### config.mk
export PLATFORM = sky130hd
export DESIGN_NAME = klh_key_scan
export DESIGN_NICKNAME = d
export VERILOG_FILES = /design/src/hdl/keyed_latency_histogram_macros.svh /design/src/hdl/klh_pkg.sv /design/src/hdl/klh_key_scan.sv
export SDC_FILE = /design/constraint.sdc
export NUM_CORES = 2
export LEC_CHECK = 0
export ABC_AREA = 0
export ABC_CLOCK_PERIOD_IN_PS = 8450
export BUFFER_PORTS_ARGS = -buffer_cell sky130_fd_sc_hd__buf_2
export CORE_ASPECT_RATIO = 0.6
export CORE_MARGIN = 10
export CORE_UTILIZATION = 35
export CTS_CLUSTER_DIAMETER = 30
export CTS_CLUSTER_SIZE = 16
export DETAILED_ROUTE_END_ITERATION = 8
export SLEW_MARGIN = 25
export SYNTH_ARGS = -nofsm -noshare
export SYNTH_HDL_FRONTEND = slang
export SYNTH_SLANG_ARGS = --single-unit
### constraint.sdc
create_clock -name clk -period 8.45 [get_ports clk]
set_input_delay 1.69 -clock clk [delete_from_list [all_inputs] [get_ports clk]]
set_output_delay 1.69 -clock clk [all_outputs]
set_load 0.01 [all_outputs]
### src/hdl/keyed_latency_histogram_macros.svh
// assertion macros shared by the keyed latency histogram rtl
`ifndef KEYED_LATENCY_HISTOGRAM_MACROS_SVH
`define KEYED_LATENCY_HISTOGRAM_MACROS_SVH

// same-cycle implication, sampled on clk, off during reset
`define KLH_ASSERT_IMP(lbl, ante, cons, msg) \
  lbl: assert property (@(posedge clk) disable iff (!rst_n) (ante) |-> (cons)) \
    else $error(msg);

// next-cycle implication, sampled on clk, off during reset
`define KLH_ASSERT_NXT(lbl, ante, cons, msg) \
  lbl: assert property (@(posedge clk) disable iff (!rst_n) (ante) |=> (cons)) \
    else $error(msg);

`endif

### src/hdl/klh_pkg.sv
// shared constants, types and bucket selection for the keyed latency histogram
`default_nettype none

package klh_pkg;

  localparam int TABLE_ENTRIES = 64;
  localparam int IDX_W         = (TABLE_ENTRIES > 1) ? $clog2(TABLE_ENTRIES) : 1;
  localparam int BUCKET_COUNT  = 10;
  localparam int BKT_W         = 4;
  localparam int LIMIT_COUNT   = 9;

  localparam logic [31:0] LIMITS [LIMIT_COUNT] = '{
    32'd10, 32'd100, 32'd1000, 32'd10000, 32'd100000,
    32'd1000000, 32'd5000000, 32'd10000000, 32'd30000000
  };

  localparam logic [31:0] CNT_MAX = 32'hFFFF_FFFF;
  localparam logic [47:0] TOT_MAX = 48'hFFFF_FFFF_FFFF;

  // action codes
  localparam logic [1:0] ACT_RECORD = 2'd0;
  localparam logic [1:0] ACT_QUERY  = 2'd1;
  localparam logic [1:0] ACT_ERASE  = 2'd2;
  localparam logic [1:0] ACT_CLEAR  = 2'd3;

  // status codes
  localparam logic [1:0] STS_OK        = 2'd0;
  localparam logic [1:0] STS_NOT_FOUND = 2'd1;
  localparam logic [1:0] STS_FULL      = 2'd2;

  typedef struct packed {
    logic             start;
    logic             clr_all;
    logic             set_en;
    logic             clr_en;
    logic [IDX_W-1:0] idx;
  } scan_ctl_t;

  typedef struct packed {
    logic             done;
    logic             hit;
    logic [IDX_W-1:0] hit_idx;
    logic             free_ok;
    logic [IDX_W-1:0] free_idx;
  } scan_res_t;

  typedef struct packed {
    logic [IDX_W-1:0] idx;
    logic [BKT_W-1:0] bkt;
    logic             zero_en;
    logic             upd_en;
    logic             fresh;
  } stat_cmd_t;

  typedef struct packed {
    logic [31:0] count;
    logic [47:0] total;
    logic [31:0] bkt;
  } stat_rd_t;

  typedef struct packed {
    logic [1:0]  status;
    logic [31:0] count;
    logic [47:0] total;
    logic [31:0] bkt;
  } res_t;

  // first limit the duration stays below, else the last bucket
  function automatic logic [BKT_W-1:0] pick_bucket(input logic [31:0] d);
    logic [BKT_W-1:0] b;
    b = BKT_W'(LIMIT_COUNT);
    for (int s = LIMIT_COUNT - 1; s >= 0; s--) begin
      if (d < LIMITS[s]) begin
        b = BKT_W'(s);
      end
    end
    return b;
  endfunction

endpackage

`default_nettype wire

### src/hdl/klh_key_scan.sv
// key memory, entry valid bits and the one-entry-per-cycle key compare scan
`default_nettype none

module klh_key_scan (
  input  wire logic                clk,
  input  wire logic                rst_n,
  input  wire klh_pkg::scan_ctl_t  ctl,
  input  wire logic [31:0]         hash,
  output klh_pkg::scan_res_t       res
);

  localparam logic [klh_pkg::IDX_W-1:0] LAST_IDX =
    klh_pkg::IDX_W'(klh_pkg::TABLE_ENTRIES - 1);

  logic [31:0]                 key_mem [klh_pkg::TABLE_ENTRIES];
  logic [klh_pkg::TABLE_ENTRIES-1:0] valid_r;
  logic                        busy_r;
  logic                        pv_r;
  logic [klh_pkg::IDX_W-1:0]   idx_r;
  logic [klh_pkg::IDX_W-1:0]   pidx_r;
  logic [31:0]                 key_rd_r;
  logic                        free_ok_r;
  logic [klh_pkg::IDX_W-1:0]   free_idx_r;

  logic vld_cur;
  logic match;
  logic done;

  assign vld_cur = valid_r[pidx_r];
  assign match   = pv_r && vld_cur && (key_rd_r == hash);
  assign done    = match || (pv_r && (pidx_r == LAST_IDX));

  assign res.done     = done;
  assign res.hit      = match;
  assign res.hit_idx  = pidx_r;
  assign res.free_ok  = free_ok_r || (pv_r && !vld_cur);
  assign res.free_idx = free_ok_r ? free_idx_r : pidx_r;

  // key store, read one entry per scan cycle
  always_ff @(posedge clk) begin
    if (busy_r) begin
      key_rd_r <= key_mem[idx_r];
    end
    if (ctl.set_en) begin
      key_mem[ctl.idx] <= hash;
    end
  end

  always_ff @(posedge clk) begin
    if (!rst_n) begin
      valid_r <= '0;
      busy_r  <= 1'b0;
      pv_r    <= 1'b0;
    end else begin
      if (ctl.clr_all) begin
        valid_r <= '0;
      end else if (ctl.set_en) begin
        valid_r[ctl.idx] <= 1'b1;
      end else if (ctl.clr_en) begin
        valid_r[ctl.idx] <= 1'b0;
      end

      if (ctl.start) begin
        busy_r <= 1'b1;
        pv_r   <= 1'b0;
      end else if (done) begin
        busy_r <= 1'b0;
        pv_r   <= 1'b0;
      end else begin
        pv_r <= busy_r;
        if (busy_r && (idx_r == LAST_IDX)) begin
          busy_r <= 1'b0;
        end
      end
    end
  end

  always_ff @(posedge clk) begin
    if (ctl.start) begin
      idx_r     <= '0;
      free_ok_r <= 1'b0;
    end else begin
      if (busy_r) begin
        pidx_r <= idx_r;
        idx_r  <= idx_r + 1'b1;
      end
      if (pv_r && !vld_cur && !free_ok_r) begin
        free_ok_r  <= 1'b1;
        free_idx_r <= pidx_r;
      end
    end
  end

endmodule

`default_nettype wire

==> results by group <==
Cells and area
  – Area Overhead vs Synth: 15.13%
  – Core Util, Final: 40.49%
  – Nets@finish: 3784
  – Area occupied by multi-input gates: 0.01752 mm^2
  – Sequential Area: 0.06431 mm^2
  – FILL cells: 20390
  – Share of layout cells above drive strength 1: 33.82%

Power and ir drop
  – VDD IR-drop max: 0.1977 mV
  – PwrDens: 251.6 mW/mm^2
  – PnR Total Power: 0.02401 W
  – Leakage: 28.77 nW

Global route
  – Vias in the first global route: 39140
  – Total GRT Usage: 17.72%
  – Antenna violations before repair: 12
  – First-pass GRT wire length: 322.2 mm
  – Largest net degree at the start of global routing: 138
  – Global route overflow: 0

Clock tree
  – Clock Sink Count: 2165
  – Hold buffers post-CTS: 0
  – Clk pin slew, worst setup/hold paths: 70 ps
  – CTS root buffer: clkbuf_16
  – Num CTS Buffers: 232
  – H-tree depth: 4
  – Clock tree buffer depth: 4
  – Setup Buffers After CTS: 0
  – CTS tree: done
  – # resized after CTS: 0
  – Clock latency on the worst-skew pair: 860 ps

Run
  – Number of maximum-capacitance violations: 0

Synth
  – Mapped Cells: 3512
  – Top FF cell, synth: edfxtp_1
  – Sequential area share after synthesis: 77.56%
  – Post-synth EDFFs: 2092
  – Yosys warning total: 0
  – Mapped Avg Cell Area: 23.60 um^2
  – Cell variety after synth: 42
  – FF+latch count, synth: 2165
  – Post-Syn Nets: 3557
  – Ys async rst share: 0%
  – Area of the mapped netlist: 0.08288 mm^2

STA
  – Fin worst setup slack: 1317 ps
  – Min Tclk post-route: 7133 ps
  – Fmax: 0.1402 GHz
  – Hold Vio Cnt, Final: 0
  – RSZ-0062 raised after global routing: false
  – Final Cycle Share: 84.41%
  – Setup TNS: 0 ps
  – Pins Over Slew Limit: 0
  – Finish-stage setup viols: 0
  – Relative slew margins: 28.67%
  – Worst hold slack: 475.2 ps
  – Measured slew at the worst slew-check pin: 1062 ps
  – Clock skew: 31.70 ps

Floorplan
  – I/O pin total: 59
  – Full die area: 0.2573 mm^2
  – Die W: 648.2 um
  – Rows: 138
  – Die height: 396.9 um
  – Initial Utilization: 35.16%
  – Placeable Area: 0.2357 mm^2

Critical path
  – CP endpoint kind: output port
  – Critical path's top delay family: simple AND/OR/NAND/NOR gates
  – Crit path arrival time: 5440 ps
  – Critical path class: in -> out
  – Startpoint types: input pin
  – Cell Chain, Critical Path: buf_2, xnor2_1, nand4_1, buf_4, nor4_1, nand4_1, nor4_2, nand2b_1, buf_2
  – Crit path max-delay cell type: xnor2_1
  – Req. time, crit path: 6760 ps
  – Crit Path Max Fanout: 4
  – Crit path buf inv count: 3
  – Crit-path max cell delay: 850 ps

Route
  – Routed WL per cell: 32.91 um
  – DRT iter0 DRCs: 6213
  – DRC: 0
  – Detailed Routing Iterations Pass 1: 6
  – Drt total wl: 233.2 mm
  – DR vias: 40160
  – ANT nets after route: 0
  – Drt via density: 5.667

Place
  – Worst slack, placed: 1477 ps
  – DP HPWL: 120.1 mm
  – RePlAce Congestion: 0.7940
  – IO Port Bufs: 58

Hold path
  – Worst hold-check path type: reg -> reg

Status
  – Outcome: complete, no violations
-- layout by cell type (no fill, tap or decap), types with 15 or more instances in the layout --
master | netlist | routed
clkinv_4 | 0 | 18
a211oi_1 | 28 | 28
edfxtp_1 | 2092 | 2092
xor2_1 | 18 | 18
xnor2_1 | 18 | 18
clkbuf_1 | 96 | 19
inv_6 | 0 | 37
inv_2 | 0 | 28
mux4_2 | 666 | 666
buf_2 | 55 | 57
clkinv_2 | 0 | 55
buf_4 | 14 | 115
bufinv_16 | 0 | 25
nand2_1 | 82 | 82
dfxtp_1 | 73 | 66
inv_8 | 0 | 15
o21ai_0 | 69 | 69
clkinvlp_4 | 0 | 27
nor2_1 | 17 | 17
a21oi_1 | 82 | 82
nor2b_1 | 23 | 23
mux2i_1 | 28 | 28
clkbuf_16 | 0 | 237
-- path summary, 6_finish.rpt --
path	endpoint	slack (ps)	startpoint	depth (start not counted)
worst max-delay path	res[14]	1320	hash[28]	9
worst min-delay path	flop	480	flop	2
worst max register to register	pv_r	4440	key_rd_r[28]	7
worst min register to register	flop	480	flop	2
-- sequential cells by signal, indices dropped and copies added (netlist names), named ones only --
name and flops:
key_mem 2048, key_rd_r 32, free_idx_r 6, idx_r 6
pidx_r 6, busy_r 1, free_ok_r 1, pv_r 1
-- through the flow --
step | instances | area, um^2
final | 7086 | 95420
after global routing | 7086 | 95420
after CTS | 7077 | 95390
after detailed placement | 6655 | 87410
after global placement | 6655 | 87410
after floorplan | 3512 | 82880
-- per-layer routing --
metal | track usage [%] | up-vias | routed length [um] | part of all wire, %
met4 | 4.718 | 6 | 6281 | 2.7
li1 | - | 15500 | - | -
met1 | 26.84 | 21980 | 100200 | 43
met3 | 4.375 | 312 | 25070 | 11
met2 | 25.46 | 2359 | 101600 | 44
met5 | 0 | - | 40 | 0.017
-- cell type report --
cell class                 instances  share of cell area, %
inverter                          67                 0.3108
clock inverter                   164                  2.042
sequential                      2165                  67.39
clock buffer                     258                  6.319
timing repair buffer             183                  1.425
tap                             3150                  4.130
multi-input combinational       1090                  18.36
antenna                            9                0.02360
-- Yosys cell counts (17+ instances only) --
| library cell | n | area [um^2] |
|---|---|---|
| edfxtp_1 | 2092 | 62820 |
| buf_1 | 23 | 86.33 |
| nor2b_1 | 23 | 143.9 |
| clkbuf_1 | 96 | 360.4 |
| o21ai_0 | 69 | 345.3 |
| a21oi_1 | 82 | 410.4 |
| a211oi_1 | 28 | 210.2 |
| inv_1 | 67 | 251.5 |
| mux4_2 | 666 | 15000 |
| xnor2_1 | 18 | 157.7 |
| buf_2 | 55 | 275.3 |
| xor2_1 | 18 | 157.7 |
| dfxtp_1 | 73 | 1461 |
| mux2i_1 | 28 | 280.3 |
| nand2_1 | 82 | 307.8 |
| nor2_1 | 17 | 63.81 |
-- power breakdown --
part / total [W] / internal [W] / leakage (nW) / switching, W
registers: 0.0119 / 0.0119 / 19.4 / 0.0000639
clock network: 0.0106 / 0.00604 / 3.83 / 0.00454
logic: 0.00151 / 0.000687 / 5.51 / 0.000818
total: 0.0240 / 0.0186 / 28.8 / 0.00542
-- cells by family after synthesis --
family                     after synthesis  share of synthesized area, %
DFF                                   2165                         77.56
muxes                                  699                         18.50
buffers and inverters                  257                         1.329
AOI/OAI and AO/OA                      185                         1.229
and+or+nand+nor                        169                        0.9813
xor gates and xnor gates                36                        0.3804
adders and majority gates                1                       0.01509
-- worst reg2reg max path: cells and delay by family (launching register included) --
| kind | cells | cell delay, ps |
|---|---|---|
| flops | 1 | 380 |
| buf+inv | 1 | 400 |
| xor+xnor | 1 | 830 |
| simple gates | 5 | 2290 |
No activity file was read; power rests on OpenSTA's default activity.
